$ cat config.mk
export PLATFORM = sky130hd
export DESIGN_NAME = rumble_envelope_pwm_driver
export DESIGN_NICKNAME = d
export VERILOG_FILES = /design/src/rtl/repd_pkg.sv /design/src/rtl/repd_div.sv /design/src/rtl/repd_dp.sv /design/src/rtl/repd_ctrl.sv /design/src/rtl/rumble_envelope_pwm_driver.sv
export SDC_FILE = /design/constraint.sdc
export NUM_CORES = 2
export LEC_CHECK = 0
export ABC_CLOCK_PERIOD_IN_PS = 29100
export BUFFER_PORTS_ARGS = -buffer_cell sky130_fd_sc_hd__buf_2
export CAP_MARGIN = 20
export CORE_MARGIN = 4
export CORE_UTILIZATION = 50
export CTS_BUF_LIST = sky130_fd_sc_hd__clkbuf_4 sky130_fd_sc_hd__clkbuf_8
export CTS_CLUSTER_SIZE = 8
export DETAILED_ROUTE_END_ITERATION = 8
export PLACE_DENSITY = 0.73
export SLEW_MARGIN = 20
export SYNTH_ARGS = -nofsm -noshare
export SYNTH_HDL_FRONTEND = slang
export SYNTH_HIERARCHICAL = 1
export SYNTH_SLANG_ARGS = --single-unit
$ cat constraint.sdc
create_clock -name clk_i -period 29.1 [get_ports clk_i]
set_clock_uncertainty 0.2 [all_clocks]
set_input_delay 2.91 -clock clk_i [delete_from_list [all_inputs] [get_ports clk_i]]
set_output_delay 2.91 -clock clk_i [all_outputs]
set_load 0.03 [all_outputs]
$ cat src/rtl/repd_pkg.sv
// Shared types, field layout and constants of the rumble envelope driver.
package repd_pkg;

  // Stream and configuration widths
  localparam int unsigned IN_DATA_W  = 88;
  localparam int unsigned IN_USER_W  = 2;
  localparam int unsigned OUT_DATA_W = 8;
  localparam int unsigned CFG_IDX_W  = 3;
  localparam int unsigned CFG_DATA_W = 8;

  // Item fields
  localparam int unsigned PORT_W  = 2;
  localparam int unsigned DUR_W   = 15;
  localparam int unsigned LEVEL_W = 16;
  localparam int unsigned DIST_W  = 31;
  localparam int unsigned THR_W   = 8;

  // Bit positions inside the request tdata
  localparam int unsigned CTRL_LSB  = 0;
  localparam int unsigned DUR_LSB   = 2;
  localparam int unsigned START_LSB = 17;
  localparam int unsigned END_LSB   = 33;
  localparam int unsigned DIST_LSB  = 49;
  localparam int unsigned PAK_BIT   = 80;

  // Distance scaling
  localparam int unsigned DIST_SHIFT = 6;
  localparam int unsigned DSC_W      = DIST_W - DIST_SHIFT;
  localparam int unsigned DD_SHIFT   = 2;
  localparam int unsigned DD_W       = 6;

  // Arithmetic widths
  localparam int unsigned DVD_W   = 32;
  localparam int unsigned DVS_W   = 16;
  localparam int unsigned MUL_A_W = 18;
  localparam int unsigned MUL_B_W = 17;
  localparam int unsigned PROD_W  = MUL_A_W + MUL_B_W;
  localparam int unsigned PART_W  = 17;
  localparam int unsigned LVL_W   = 18;
  localparam int unsigned ACC_W   = 16;
  localparam int unsigned PROBE_W = 8;

  // Pulse-density constants
  localparam logic [ACC_W-1:0] ACC_RELOAD = 16'h0100;
  localparam logic [ACC_W-1:0] ACC_BIAS   = 16'd4;
  localparam int unsigned      CUBE_SHIFT = 9;

  // Register reset values
  localparam logic [THR_W-1:0] RST_ON_THR     = 8'd71;
  localparam logic [THR_W-1:0] RST_OFF_THR    = 8'd6;
  localparam logic [THR_W-1:0] RST_DIST_LIMIT = 8'd21;
  localparam logic [THR_W-1:0] RST_PROBE_INT  = 8'd60;

  typedef enum logic [1:0] {
    OP_REQUEST = 2'd0,
    OP_TICK    = 2'd1,
    OP_STATUS  = 2'd2
  } op_e;

  typedef enum logic [1:0] {
    CMD_NONE  = 2'd0,
    CMD_ON    = 2'd1,
    CMD_OFF   = 2'd2,
    CMD_PROBE = 2'd3
  } cmd_e;

  typedef enum logic [CFG_IDX_W-1:0] {
    REG_DISABLE    = 3'd0,
    REG_ON_THR     = 3'd1,
    REG_OFF_THR    = 3'd2,
    REG_DIST_LIMIT = 3'd3,
    REG_PROBE_INT  = 3'd4
  } reg_idx_e;

  typedef enum logic [2:0] {
    MUL_REQ  = 3'd0,
    MUL_PART = 3'd1,
    MUL_CUR  = 3'd2,
    MUL_SQ   = 3'd3,
    MUL_CUBE = 3'd4
  } mul_sel_e;

  typedef enum logic [1:0] {
    DIV_MINE = 2'd0,
    DIV_PART = 2'd1,
    DIV_ST   = 2'd2,
    DIV_EN   = 2'd3
  } div_sel_e;

  typedef enum logic [3:0] {
    ST_IDLE,
    ST_DECODE,
    ST_MUL_REQ,
    ST_DIV_MINE,
    ST_MUL_PART,
    ST_DIV_PART,
    ST_MUL_CUR,
    ST_CHECK,
    ST_DIV_ST,
    ST_DIV_EN,
    ST_LEVEL,
    ST_MUL_SQ,
    ST_MUL_CUBE,
    ST_FINISH
  } state_e;

  typedef struct packed {
    logic     load;
    logic     mul_go;
    mul_sel_e mul_sel;
    logic     div_go;
    div_sel_e div_sel;
    logic     finish;
  } repd_cmd_t;

  typedef struct packed {
    logic [1:0] op;
    logic       port_ok;
    logic       pak_ok;
    logic       req_ok;
    logic       env_active;
    logic       mine_lt_cur;
    logic       need_cube;
    logic       div_busy;
    logic       div_done;
    logic       out_free;
  } repd_stat_t;

endpackage

$ cat src/rtl/repd_div.sv
// Radix-2 restoring divider for unsigned magnitudes, one quotient bit a cycle.
module repd_div (
  input  logic                       clk_i,
  input  logic                       rst_ni,
  input  logic                       start_i,
  input  logic [repd_pkg::DVD_W-1:0] dividend_i,
  input  logic [repd_pkg::DVS_W-1:0] divisor_i,
  output logic                       busy_o,
  output logic                       done_o,
  output logic [repd_pkg::DVD_W-1:0] quotient_o
);
  import repd_pkg::*;

  localparam int unsigned CNT_W = $clog2(DVD_W);

  logic             busy_q, done_q;
  logic [CNT_W-1:0] cnt_q;
  logic [DVD_W-1:0] quo_q;
  logic [DVS_W-1:0] rem_q, dvs_q;
  logic [DVS_W:0]   rem_sh, rem_sub;
  logic             fits;

  // One restoring step: shift in the next dividend bit, subtract if it fits
  always_comb begin
    rem_sh  = {rem_q, quo_q[DVD_W-1]};
    rem_sub = rem_sh - {1'b0, dvs_q};
    fits    = (rem_sh >= {1'b0, dvs_q});
  end

  // Control: run for DVD_W steps, then pulse done
  always_ff @(posedge clk_i or negedge rst_ni) begin
    if (!rst_ni) begin
      busy_q <= 1'b0;
      done_q <= 1'b0;
      cnt_q  <= '0;
    end else if (start_i) begin
      busy_q <= 1'b1;
      done_q <= 1'b0;
      cnt_q  <= '0;
    end else if (busy_q) begin
      cnt_q <= cnt_q + 1'b1;
      if (cnt_q == CNT_W'(DVD_W - 1)) begin
        busy_q <= 1'b0;
        done_q <= 1'b1;
      end
    end else begin
      done_q <= 1'b0;
    end
  end

  // Operands and partial remainder
  always_ff @(posedge clk_i) begin
    if (start_i) begin
      quo_q <= dividend_i;
      rem_q <= '0;
      dvs_q <= divisor_i;
    end else if (busy_q) begin
      quo_q <= {quo_q[DVD_W-2:0], fits};
      rem_q <= fits ? rem_sub[DVS_W-1:0] : rem_sh[DVS_W-1:0];
    end
  end

  assign busy_o     = busy_q;
  assign done_o     = done_q;
  assign quotient_o = quo_q;

endmodule

$ cat src/rtl/repd_dp.sv
// Datapath: item and port state, shared multiplier, divider and result register.
module repd_dp #(
  parameter int unsigned NUM_PORTS = 4
) (
  input  logic                            clk_i,
  input  logic                            rst_ni,
  input  repd_pkg::repd_cmd_t             cmd_i,
  output repd_pkg::repd_stat_t            stat_o,
  input  logic                            s_valid_i,
  input  logic [repd_pkg::IN_DATA_W-1:0]  s_data_i,
  input  logic [repd_pkg::IN_USER_W-1:0]  s_user_i,
  input  logic                            m_ready_i,
  output logic                            m_valid_o,
  output logic [repd_pkg::OUT_DATA_W-1:0] m_data_o,
  input  logic                            cfg_we_i,
  input  logic [repd_pkg::CFG_IDX_W-1:0]  cfg_index_i,
  input  logic [repd_pkg::CFG_DATA_W-1:0] cfg_data_i
);
  import repd_pkg::*;

  localparam int unsigned PORT_IW = (NUM_PORTS > 1) ? $clog2(NUM_PORTS) : 1;

  // Configuration registers
  logic             dis_q;
  logic [THR_W-1:0] on_thr_q, off_thr_q, dist_lim_q, probe_int_q;

  // Request under work
  logic [1:0]         op_q;
  logic [PORT_W-1:0]  ctrl_q;
  logic [DUR_W-1:0]   dur_q;
  logic [LEVEL_W-1:0] st_q, en_q;
  logic [DIST_W-1:0]  dist_q;
  logic               pak_in_q;

  // Per-port state
  logic               pak_q     [NUM_PORTS];
  logic               motor_q   [NUM_PORTS];
  logic [LEVEL_W-1:0] start_q   [NUM_PORTS];
  logic [LEVEL_W-1:0] end_q     [NUM_PORTS];
  logic [DUR_W-1:0]   len_q     [NUM_PORTS];
  logic [DUR_W-1:0]   env_rem_q [NUM_PORTS];
  logic [ACC_W-1:0]   acc_q     [NUM_PORTS];
  logic [PROBE_W-1:0] probe_q;

  // Work registers
  logic [PROD_W-1:0]  prod_q;
  logic               neg_q;
  div_sel_e           div_sel_q;
  logic [LEVEL_W-1:0] mine_q, nst_q, nen_q;
  logic [PART_W-1:0]  part_q;
  logic               m_valid_q;
  logic [OUT_DATA_W-1:0] m_data_q;

  // Selected port view
  logic [PORT_IW-1:0] p;
  logic               port_ok;
  logic               pak_cur, motor_cur;
  logic [LEVEL_W-1:0] st_cur, en_cur;
  logic [DUR_W-1:0]   len_cur, rem_cur;
  logic [ACC_W-1:0]   acc_cur;

  logic [DSC_W-1:0]   d_sc;
  logic [DD_W-1:0]    dd;
  logic               req_ok, env_active, mine_lt_cur, need_cube, req_acc;
  logic [LVL_W-1:0]   lvl;
  logic               ge_on, lt_off, acc_low;

  logic [MUL_A_W-1:0] mul_a;
  logic [MUL_B_W-1:0] mul_b;
  logic [PROD_W-1:0]  prod_w;
  logic [PART_W-1:0]  half;

  logic [DVD_W-1:0]   dvd_s, dvd_mag, quo, quo_s;
  logic [DVS_W-1:0]   dvs;
  logic               div_busy, div_done;

  logic [DUR_W-1:0]   rem_dec;
  logic [PROBE_W:0]   probe_n;
  logic               probe_fire;
  cmd_e               t_cmd, res_cmd;
  logic               t_motor, res_acc;
  logic [ACC_W-1:0]   t_acc, cube_add;
  logic [PORT_W-1:0]  res_port;

  // Configuration writes
  always_ff @(posedge clk_i or negedge rst_ni) begin
    if (!rst_ni) begin
      dis_q       <= 1'b0;
      on_thr_q    <= RST_ON_THR;
      off_thr_q   <= RST_OFF_THR;
      dist_lim_q  <= RST_DIST_LIMIT;
      probe_int_q <= RST_PROBE_INT;
    end else if (cfg_we_i) begin
      case (cfg_index_i)
        REG_DISABLE:    dis_q       <= cfg_data_i[0];
        REG_ON_THR:     on_thr_q    <= cfg_data_i;
        REG_OFF_THR:    off_thr_q   <= cfg_data_i;
        REG_DIST_LIMIT: dist_lim_q  <= cfg_data_i;
        REG_PROBE_INT:  probe_int_q <= cfg_data_i;
        default: ;
      endcase
    end
  end

  // Capture the request
  always_ff @(posedge clk_i) begin
    if (cmd_i.load && s_valid_i) begin
      op_q     <= s_user_i;
      ctrl_q   <= s_data_i[CTRL_LSB +: PORT_W];
      dur_q    <= s_data_i[DUR_LSB +: DUR_W];
      st_q     <= s_data_i[START_LSB +: LEVEL_W];
      en_q     <= s_data_i[END_LSB +: LEVEL_W];
      dist_q   <= s_data_i[DIST_LSB +: DIST_W];
      pak_in_q <= s_data_i[PAK_BIT];
    end
  end

  // Port view and decisions
  always_comb begin
    p         = PORT_IW'(ctrl_q);
    port_ok   = (32'(ctrl_q) < NUM_PORTS);
    pak_cur   = pak_q[p];
    motor_cur = motor_q[p];
    st_cur    = start_q[p];
    en_cur    = end_q[p];
    len_cur   = len_q[p];
    rem_cur   = env_rem_q[p];
    acc_cur   = acc_q[p];

    d_sc = dist_q[DIST_LSB - DIST_LSB + DIST_SHIFT +: DSC_W];
    dd   = (d_sc[DD_SHIFT +: DD_W] == '0) ? DD_W'(1) : d_sc[DD_SHIFT +: DD_W];

    req_ok      = pak_cur && (d_sc < DSC_W'(dist_lim_q)) && !dis_q;
    env_active  = (len_cur != '0);
    mine_lt_cur = ($signed(mine_q) < $signed(prod_q[LEVEL_W-1:0]));
    req_acc     = req_ok && (!env_active || !mine_lt_cur);

    lvl = env_active ? ({part_q[PART_W-1], part_q} + {{2{st_cur[LEVEL_W-1]}}, st_cur})
                     : '0;
    ge_on     = ($signed(lvl) >= $signed({{(LVL_W-THR_W){1'b0}}, on_thr_q}));
    lt_off    = ($signed(lvl) <  $signed({{(LVL_W-THR_W){1'b0}}, off_thr_q}));
    acc_low   = (acc_cur < ACC_RELOAD);
    need_cube = !ge_on && !lt_off && acc_low;
  end

  // Shared multiplier operands
  always_comb begin
    half  = {part_q[PART_W-1], part_q[PART_W-1:1]};
    mul_a = '0;
    mul_b = '0;
    case (cmd_i.mul_sel)
      MUL_REQ: begin
        mul_a = {{2{st_q[LEVEL_W-1]}}, st_q} + {{2{en_q[LEVEL_W-1]}}, en_q};
        mul_b = {2'b00, dur_q};
      end
      MUL_PART: begin
        mul_a = {{2{en_cur[LEVEL_W-1]}}, en_cur} - {{2{st_cur[LEVEL_W-1]}}, st_cur};
        mul_b = {2'b00, len_cur - rem_cur};
      end
      MUL_CUR: begin
        mul_a = {half[PART_W-1], half} + {{2{st_cur[LEVEL_W-1]}}, st_cur};
        mul_b = {2'b00, rem_cur};
      end
      MUL_SQ: begin
        mul_a = {{(MUL_A_W-THR_W){1'b0}}, lvl[THR_W-1:0]};
        mul_b = {{(MUL_B_W-THR_W){1'b0}}, lvl[THR_W-1:0]};
      end
      MUL_CUBE: begin
        mul_a = {2'b00, prod_q[ACC_W-1:0]};
        mul_b = {{(MUL_B_W-THR_W){1'b0}}, lvl[THR_W-1:0]};
      end
      default: begin
        mul_a = '0;
        mul_b = '0;
      end
    endcase
    prod_w = {{MUL_B_W{mul_a[MUL_A_W-1]}}, mul_a} * {{MUL_A_W{mul_b[MUL_B_W-1]}}, mul_b};
  end

  // Register each product
  always_ff @(posedge clk_i) begin
    if (cmd_i.mul_go) begin
      prod_q <= prod_w;
    end
  end

  // Divider operands: magnitude in, sign applied on the way out
  always_comb begin
    dvd_s = '0;
    dvs   = '0;
    case (cmd_i.div_sel)
      DIV_MINE: begin
        dvd_s = prod_q[DVD_W-1:0];
        dvs   = {{(DVS_W-DD_W-1){1'b0}}, dd, 1'b0};
      end
      DIV_PART: begin
        dvd_s = prod_q[DVD_W-1:0];
        dvs   = {1'b0, len_cur};
      end
      DIV_ST: begin
        dvd_s = {{(DVD_W-LEVEL_W){st_q[LEVEL_W-1]}}, st_q};
        dvs   = {{(DVS_W-DD_W){1'b0}}, dd};
      end
      DIV_EN: begin
        dvd_s = {{(DVD_W-LEVEL_W){en_q[LEVEL_W-1]}}, en_q};
        dvs   = {{(DVS_W-DD_W){1'b0}}, dd};
      end
      default: begin
        dvd_s = '0;
        dvs   = '0;
      end
    endcase
    dvd_mag = dvd_s[DVD_W-1] ? (~dvd_s + 1'b1) : dvd_s;
    quo_s   = neg_q ? (~quo + 1'b1) : quo;
  end

  repd_div u_div (
    .clk_i      (clk_i),
    .rst_ni     (rst_ni),
    .start_i    (cmd_i.div_go),
    .dividend_i (dvd_mag),
    .divisor_i  (dvs),
    .busy_o     (div_busy),
    .done_o     (div_done),
    .quotient_o (quo)
  );

  // Hold sign and target, then file the quotient
  always_ff @(posedge clk_i) begin
    if (cmd_i.div_go) begin
      neg_q     <= dvd_s[DVD_W-1];
      div_sel_q <= cmd_i.div_sel;
    end
    if (div_done) begin
      case (div_sel_q)
        DIV_MINE: mine_q <= quo_s[LEVEL_W-1:0];
        DIV_PART: part_q <= quo_s[PART_W-1:0];
        DIV_ST:   nst_q  <= quo_s[LEVEL_W-1:0];
        DIV_EN:   nen_q  <= quo_s[LEVEL_W-1:0];
        default: ;
      endcase
    end
  end

  // Tick outcome and result fields
  always_comb begin
    rem_dec    = rem_cur - 1'b1;
    probe_n    = {1'b0, probe_q} + 1'b1;
    probe_fire = (probe_n > {1'b0, probe_int_q});
    cube_add   = prod_q[CUBE_SHIFT +: ACC_W];

    t_cmd   = CMD_NONE;
    t_motor = motor_cur;
    t_acc   = acc_cur;
    if (ge_on) begin
      if (!motor_cur) begin
        t_motor = 1'b1;
        t_cmd   = CMD_ON;
      end
    end else if (lt_off) begin
      if (motor_cur) begin
        t_motor = 1'b0;
        t_cmd   = CMD_OFF;
      end
    end else if (!acc_low) begin
      t_acc = acc_cur - ACC_RELOAD;
      if (!motor_cur) begin
        t_motor = 1'b1;
        t_cmd   = CMD_ON;
      end
    end else begin
      t_acc = acc_cur + cube_add + ACC_BIAS;
      if (motor_cur) begin
        t_motor = 1'b0;
        t_cmd   = CMD_OFF;
      end
    end

    res_cmd  = CMD_NONE;
    res_port = ctrl_q;
    res_acc  = 1'b0;
    if (port_ok) begin
      case (op_q)
        OP_REQUEST: res_acc = req_acc;
        OP_TICK: begin
          if (!pak_cur) begin
            if (probe_fire) begin
              res_cmd  = CMD_PROBE;
              res_port = '0;
            end
          end else begin
            res_cmd = t_cmd;
          end
        end
        default: ;
      endcase
    end
  end

  // Commit port state at the end of the item
  always_ff @(posedge clk_i or negedge rst_ni) begin
    if (!rst_ni) begin
      for (int i = 0; i < NUM_PORTS; i++) begin
        pak_q[i]     <= 1'b0;
        motor_q[i]   <= 1'b0;
        start_q[i]   <= '0;
        end_q[i]     <= '0;
        len_q[i]     <= '0;
        env_rem_q[i] <= '0;
        acc_q[i]     <= '0;
      end
      probe_q <= '0;
    end else if (cmd_i.finish && port_ok) begin
      case (op_q)
        OP_REQUEST: begin
          if (req_acc) begin
            motor_q[p]   <= 1'b0;
            start_q[p]   <= nst_q;
            end_q[p]     <= nen_q;
            len_q[p]     <= dur_q;
            env_rem_q[p] <= dur_q;
            acc_q[p]     <= ACC_RELOAD;
          end
        end
        OP_TICK: begin
          if (!pak_cur) begin
            probe_q <= probe_fire ? '0 : probe_n[PROBE_W-1:0];
          end else begin
            if (env_active) begin
              env_rem_q[p] <= rem_dec;
              if (rem_dec == '0) begin
                len_q[p] <= '0;
              end
            end
            motor_q[p] <= t_motor;
            acc_q[p]   <= t_acc;
          end
        end
        OP_STATUS: pak_q[p] <= pak_in_q;
        default: ;
      endcase
    end
  end

  // Output register
  always_ff @(posedge clk_i or negedge rst_ni) begin
    if (!rst_ni) begin
      m_valid_q <= 1'b0;
    end else if (cmd_i.finish) begin
      m_valid_q <= 1'b1;
    end else if (m_ready_i) begin
      m_valid_q <= 1'b0;
    end
  end

  always_ff @(posedge clk_i) begin
    if (cmd_i.finish) begin
      m_data_q <= {3'b000, res_acc, res_port, res_cmd};
    end
  end

  assign m_valid_o = m_valid_q;
  assign m_data_o  = m_data_q;

  // Status for the controller
  always_comb begin
    stat_o.op          = op_q;
    stat_o.port_ok     = port_ok;
    stat_o.pak_ok      = pak_cur;
    stat_o.req_ok      = req_ok;
    stat_o.env_active  = env_active;
    stat_o.mine_lt_cur = mine_lt_cur;
    stat_o.need_cube   = need_cube;
    stat_o.div_busy    = div_busy;
    stat_o.div_done    = div_done;
    stat_o.out_free    = !m_valid_q || m_ready_i;
  end

endmodule

$ cat src/rtl/repd_ctrl.sv
// Controller: sequences multiply and divide steps for one request at a time.
module repd_ctrl (
  input  logic                  clk_i,
  input  logic                  rst_ni,
  input  logic                  s_valid_i,
  input  repd_pkg::repd_stat_t  stat_i,
  output repd_pkg::repd_cmd_t   cmd_o
);
  import repd_pkg::*;

  state_e state_q, state_d;
  logic   div_idle;

  always_ff @(posedge clk_i or negedge rst_ni) begin
    if (!rst_ni) begin
      state_q <= ST_IDLE;
    end else begin
      state_q <= state_d;
    end
  end

  // Next state and commands
  always_comb begin
    state_d       = state_q;
    cmd_o.load    = 1'b0;
    cmd_o.mul_go  = 1'b0;
    cmd_o.mul_sel = MUL_REQ;
    cmd_o.div_go  = 1'b0;
    cmd_o.div_sel = DIV_MINE;
    cmd_o.finish  = 1'b0;
    div_idle      = !stat_i.div_busy && !stat_i.div_done;
    case (state_q)
      ST_IDLE: begin
        cmd_o.load = 1'b1;
        if (s_valid_i) begin
          state_d = ST_DECODE;
        end
      end
      ST_DECODE: begin
        state_d = ST_FINISH;
        if (stat_i.port_ok) begin
          if (stat_i.op == OP_REQUEST) begin
            if (stat_i.req_ok) begin
              state_d = stat_i.env_active ? ST_MUL_REQ : ST_DIV_ST;
            end
          end else if (stat_i.op == OP_TICK) begin
            if (stat_i.pak_ok) begin
              state_d = stat_i.env_active ? ST_MUL_PART : ST_LEVEL;
            end
          end
        end
      end
      ST_MUL_REQ: begin
        cmd_o.mul_go  = 1'b1;
        cmd_o.mul_sel = MUL_REQ;
        state_d       = ST_DIV_MINE;
      end
      ST_DIV_MINE: begin
        cmd_o.div_sel = DIV_MINE;
        cmd_o.div_go  = div_idle;
        if (stat_i.div_done) begin
          state_d = ST_MUL_PART;
        end
      end
      ST_MUL_PART: begin
        cmd_o.mul_go  = 1'b1;
        cmd_o.mul_sel = MUL_PART;
        state_d       = ST_DIV_PART;
      end
      ST_DIV_PART: begin
        cmd_o.div_sel = DIV_PART;
        cmd_o.div_go  = div_idle;
        if (stat_i.div_done) begin
          state_d = (stat_i.op == OP_REQUEST) ? ST_MUL_CUR : ST_LEVEL;
        end
      end
      ST_MUL_CUR: begin
        cmd_o.mul_go  = 1'b1;
        cmd_o.mul_sel = MUL_CUR;
        state_d       = ST_CHECK;
      end
      ST_CHECK: begin
        state_d = stat_i.mine_lt_cur ? ST_FINISH : ST_DIV_ST;
      end
      ST_DIV_ST: begin
        cmd_o.div_sel = DIV_ST;
        cmd_o.div_go  = div_idle;
        if (stat_i.div_done) begin
          state_d = ST_DIV_EN;
        end
      end
      ST_DIV_EN: begin
        cmd_o.div_sel = DIV_EN;
        cmd_o.div_go  = div_idle;
        if (stat_i.div_done) begin
          state_d = ST_FINISH;
        end
      end
      ST_LEVEL: begin
        state_d = stat_i.need_cube ? ST_MUL_SQ : ST_FINISH;
      end
      ST_MUL_SQ: begin
        cmd_o.mul_go  = 1'b1;
        cmd_o.mul_sel = MUL_SQ;
        state_d       = ST_MUL_CUBE;
      end
      ST_MUL_CUBE: begin
        cmd_o.mul_go  = 1'b1;
        cmd_o.mul_sel = MUL_CUBE;
        state_d       = ST_FINISH;
      end
      ST_FINISH: begin
        if (stat_i.out_free) begin
          cmd_o.finish = 1'b1;
          state_d      = ST_IDLE;
        end
      end
      default: state_d = ST_IDLE;
    endcase
  end

endmodule

$ cat src/rtl/rumble_envelope_pwm_driver.sv
// A status report, an unknown operation or a request rejected before the strength check goes
// straight to the result; a tick adds the partial-level division while an envelope runs and the
// pulse-density cube if needed; a request on an idle port divides its start and end levels, one
// on a running envelope checks its strength and divides only if it replaces. Divisions use the
// radix-2 divider. One request is in flight, the next taken once its result is registered; a full
// output register holds the controller. Reset: async, active low, clears control, config, ports.
module rumble_envelope_pwm_driver #(
  parameter int unsigned NUM_PORTS = 4
) (
  input  logic                            clk_i,
  input  logic                            rst_ni,
  input  logic                            s_axis_tvalid,
  output logic                            s_axis_tready,
  // controller, duration, start_level, end_level, distance, pak_present, zero fill
  input  logic [repd_pkg::IN_DATA_W-1:0]  s_axis_tdata,
  // operation
  input  logic [repd_pkg::IN_USER_W-1:0]  s_axis_tuser,
  output logic                            m_axis_tvalid,
  input  logic                            m_axis_tready,
  // command, command_port, accepted, zero fill
  output logic [repd_pkg::OUT_DATA_W-1:0] m_axis_tdata,
  input  logic                            cfg_we_i,
  input  logic [repd_pkg::CFG_IDX_W-1:0]  cfg_index_i,
  input  logic [repd_pkg::CFG_DATA_W-1:0] cfg_data_i
);
  import repd_pkg::*;

  repd_cmd_t  cmd;
  repd_stat_t stat;

  repd_ctrl u_ctrl (
    .clk_i     (clk_i),
    .rst_ni    (rst_ni),
    .s_valid_i (s_axis_tvalid),
    .stat_i    (stat),
    .cmd_o     (cmd)
  );

  repd_dp #(
    .NUM_PORTS (NUM_PORTS)
  ) u_dp (
    .clk_i       (clk_i),
    .rst_ni      (rst_ni),
    .cmd_i       (cmd),
    .stat_o      (stat),
    .s_valid_i   (s_axis_tvalid),
    .s_data_i    (s_axis_tdata),
    .s_user_i    (s_axis_tuser),
    .m_ready_i   (m_axis_tready),
    .m_valid_o   (m_axis_tvalid),
    .m_data_o    (m_axis_tdata),
    .cfg_we_i    (cfg_we_i),
    .cfg_index_i (cfg_index_i),
    .cfg_data_i  (cfg_data_i)
  );

  assign s_axis_tready = cmd.load;

`ifndef SYNTHESIS
  // Only one request is in work at a time
  a_single_request: assert property (@(posedge clk_i) disable iff (!rst_ni)
    s_axis_tvalid && s_axis_tready |=> !s_axis_tready)
    else $error("second request taken while one is in work");

  // A fresh result goes out as the controller returns to idle
  a_result_then_idle: assert property (@(posedge clk_i) disable iff (!rst_ni)
    $rose(m_axis_tvalid) |-> s_axis_tready)
    else $error("result registered without the controller going idle");

  // The divider only runs while a request is in work
  a_div_in_work: assert property (@(posedge clk_i) disable iff (!rst_ni)
    stat.div_busy |-> !s_axis_tready)
    else $error("divider busy while accepting requests");
`endif

endmodule
==> results.json <==
{
  "status": "finished, final reports clean",
  "ys.flop_type": "dfrtp_1",
  "cts_tree": "done",
  "drt_pass1_iterations": 6,
  "avgSynthCellArea_sq_um": 10.4,
  "finalNetCount": 5017,
  "die-area_sq_mm": 0.0951,
  "core_sq_mm": 0.0889,
  "insertion_delay_ps": 780,
  "cts-root-buf": "clkbuf_8",
  "holdWs_ps": 275,
  "cts_sinks": 619,
  "ys_warn_count": 6,
  "path_class": "flop to flop",
  "hold_depth": 2,
  "slew_headroom": 0.205,
  "start_util": 0.507,
  "rr_worst_depth": 29,
  "tightest_slew_ps": 1190,
  "cts_setup_buffers": 0,
  "required_ps": 29410,
  "postRouteWirelength_um": 124000,
  "drv_slew": 0,
  "dieWidth_um": 308,
  "io_buffer_count": 99,
  "drtIter0Drc": 3195,
  "layout.cells.most_common": "inv_1",
  "htree_levels": 3,
  "syn_area_sq_mm": 0.0451,
  "utilization": 0.553,
  "synth_edf_count": 230,
  "synth_area_leaders": "dfrtp_1 20%, edfxtp_1 15%, fa_1 11%",
  "yosysTopAreaCellShare": 0.200,
  "holdPathEnd": "u_dp/env_rem_q[46]",
  "track_usage": 0.262,
  "timing.fmax_ghz": 0.0822,
  "clockBufferDepth": 3,
  "final_cell_mix": "449 x inv_1, 381 x nand2_1, 360 x dfrtp_1, 299 x nor2_1, 259 x ha_1",
  "maxCapViolCount": 0,
  "start_kind": "flop",
  "ys_seq_elements": 619,
  "die_h_um": 308,
  "antenna_found_initial": 3,
  "path_max_fanout": 35,
  "grt_pass1_vias": 34600,
  "finalCritPeriodShare": 0.418,
  "rsz0062_at_grt": "false",
  "min_period_ps": 12170,
  "grt_overflow": 0,
  "yosysTopAreaCell": "dfrtp_1",
  "setup_violations": 0,
  "syn_inst": 4318,
  "vias": 34300,
  "path_buf_inv": 7,
  "cp_slowest_cell": "edfxtp_1",
  "hold_class": "flop to flop",
  "path_common_cell": "fa_1",
  "ys_async_sr_fraction": 0.603,
  "avgViaCountPerCell": 6.06,
  "timing.rr.end": "u_dp/prod_q[31]",
  "hold_viol_final": 0,
  "tns_ps": 0,
  "rrSetupSlack_ps": 16930,
  "grt_max_degree": 103,
  "layout-area-overhead-vs-synth_pct": 8.95,
  "min_from": "u_dp/env_rem_q[46]",
  "drcViolationCount": 0,
  "endpoint_kind": "flop",
  "cts.clk_slew.worst_paths_ps": 60,
  "grt_pass1_wl_um": 194000,
  "hold_buffers": 0,
  "crit_path_max_incr_delay_ps": 1030,
  "routabilityCongestion": 0.950,
  "drive_above_1_share": 0.164,
  "cts_resized": 0,
  "critPathArrivalTime_ps": 12470,
  "critPathTopFamily": "compound AO/OA/AOI/OAI gates",
  "dp_hpwl_um": 91100,
  "cts_buffers": 104,
  "yosysSeqAreaShare": 0.367,
  "reg2reg_from": "u_dp/ctrl_q[0]",
  "ioPinCount": 116,
  "ys_types": 106,
  "antenna_left": 0,
  "rows": 109,
  "wl_per_cell_um": 21.9
}
[layer usage]
metal  track usage  share of wire  vias up
li1              -              -    15400
met1         0.350           0.41    17000
met2         0.412           0.45     1483
met3        0.0685          0.098      323
met4        0.0978          0.040        0
met5             0              0        -
[tightest hold or removal path: stages, from the launching register on]
cell and delay, ps:
dfrtp_1 340, nand2_1 40, o21ai_0 60
[flip-flops by register name (all words and copies together), names as in the netlist, 16 cells and up]
name	cells
u_dp/u_div/dvs_q	16
u_dp/nst_q	16
u_dp/env_rem_q	60
u_dp/u_div/quotient_o	32
u_dp/mine_q	16
u_dp/st_q	16
u_dp/end_q	64
u_dp/prod_q	32
u_dp/part_q	17
u_dp/u_div/rem_q	16
u_dp/en_q	16
u_dp/start_q	64
u_dp/dist_q	25
u_dp/acc_q	64
u_dp/nen_q	16
u_dp/len_q	60
[how the worst max path moves through the flow]
stage,from,endpoint,slack [ps],cells after the start
2_1_floorplan,u_dp/ctrl_q[0],u_dp/prod_q[30],18060,39
3_3_place_gp,u_dp/ctrl_q[0],u_dp/prod_q[31],17380,32
3_5_place_dp,u_dp/ctrl_q[0],u_dp/prod_q[31],17260,32
4_1_cts,u_dp/ctrl_q[0],u_dp/prod_q[31],17210,32
5_1_grt,u_dp/ctrl_q[0],u_dp/prod_q[31],16410,32
6_report,u_dp/ctrl_q[0],u_dp/prod_q[31],16930,29
[through the flow]
| step | setup slack (ps) | cells | instance area, sq um |
|---|---|---|---|
| 5_1_grt | 16410 | 5652 | 49100 |
| 3_5_place_dp | 17260 | 5453 | 46800 |
| 4_1_cts | 17210 | 5648 | 49100 |
| 3_3_place_gp | 17380 | 5453 | 46800 |
| 2_1_floorplan | 18060 | 4321 | 45100 |
| 6_report | 16930 | 5653 | 49100 |
[area by class of cell]
cell class | count | area [sq um]
Tap cell | 1165 | 1460
Fill cell | 7536 | 39800
Timing Repair Buffer | 167 | 1050
Multi-Input combinational cell | 3051 | 26000
Antenna cell | 2 | 5.00
Sequential cell | 619 | 16600
Inverter | 454 | 1700
Clock inverter | 17 | 153
Clock buffer | 178 | 2150
[Yosys cell counts, drive strengths merged, types with 50 or more instances]
master / n
inv: 453
nand2: 383
dfrtp: 360
nor2: 305
ha: 259
fa: 255
edfxtp: 230
o21ai: 214
mux2: 206
a21oi: 146
clkbuf: 118
xnor2: 118
nand3: 94
mux4: 82
a211oi: 80
buf: 79
a22o: 70
nor3: 65
xor2: 51
a21o: 50
[cell families (layout without fill, tap and decap cells)]
kind of cell / Yosys count / after routing / synth area share
flops: 619 / 619 / 0.367
mux: 325 / 325 / 0.101
fa+ha+maj: 516 / 516 / 0.185
buf+inv: 651 / 816 / 0.0585
xor+xnor: 169 / 169 / 0.0328
simple gates: 1164 / 1164 / 0.122
compound gates: 872 / 872 / 0.133
other cells: 2 / 7 / 0.000166
Power is not shown: default switching activity piles up to over one toggle a cycle in this logic, so the estimate is an artifact.
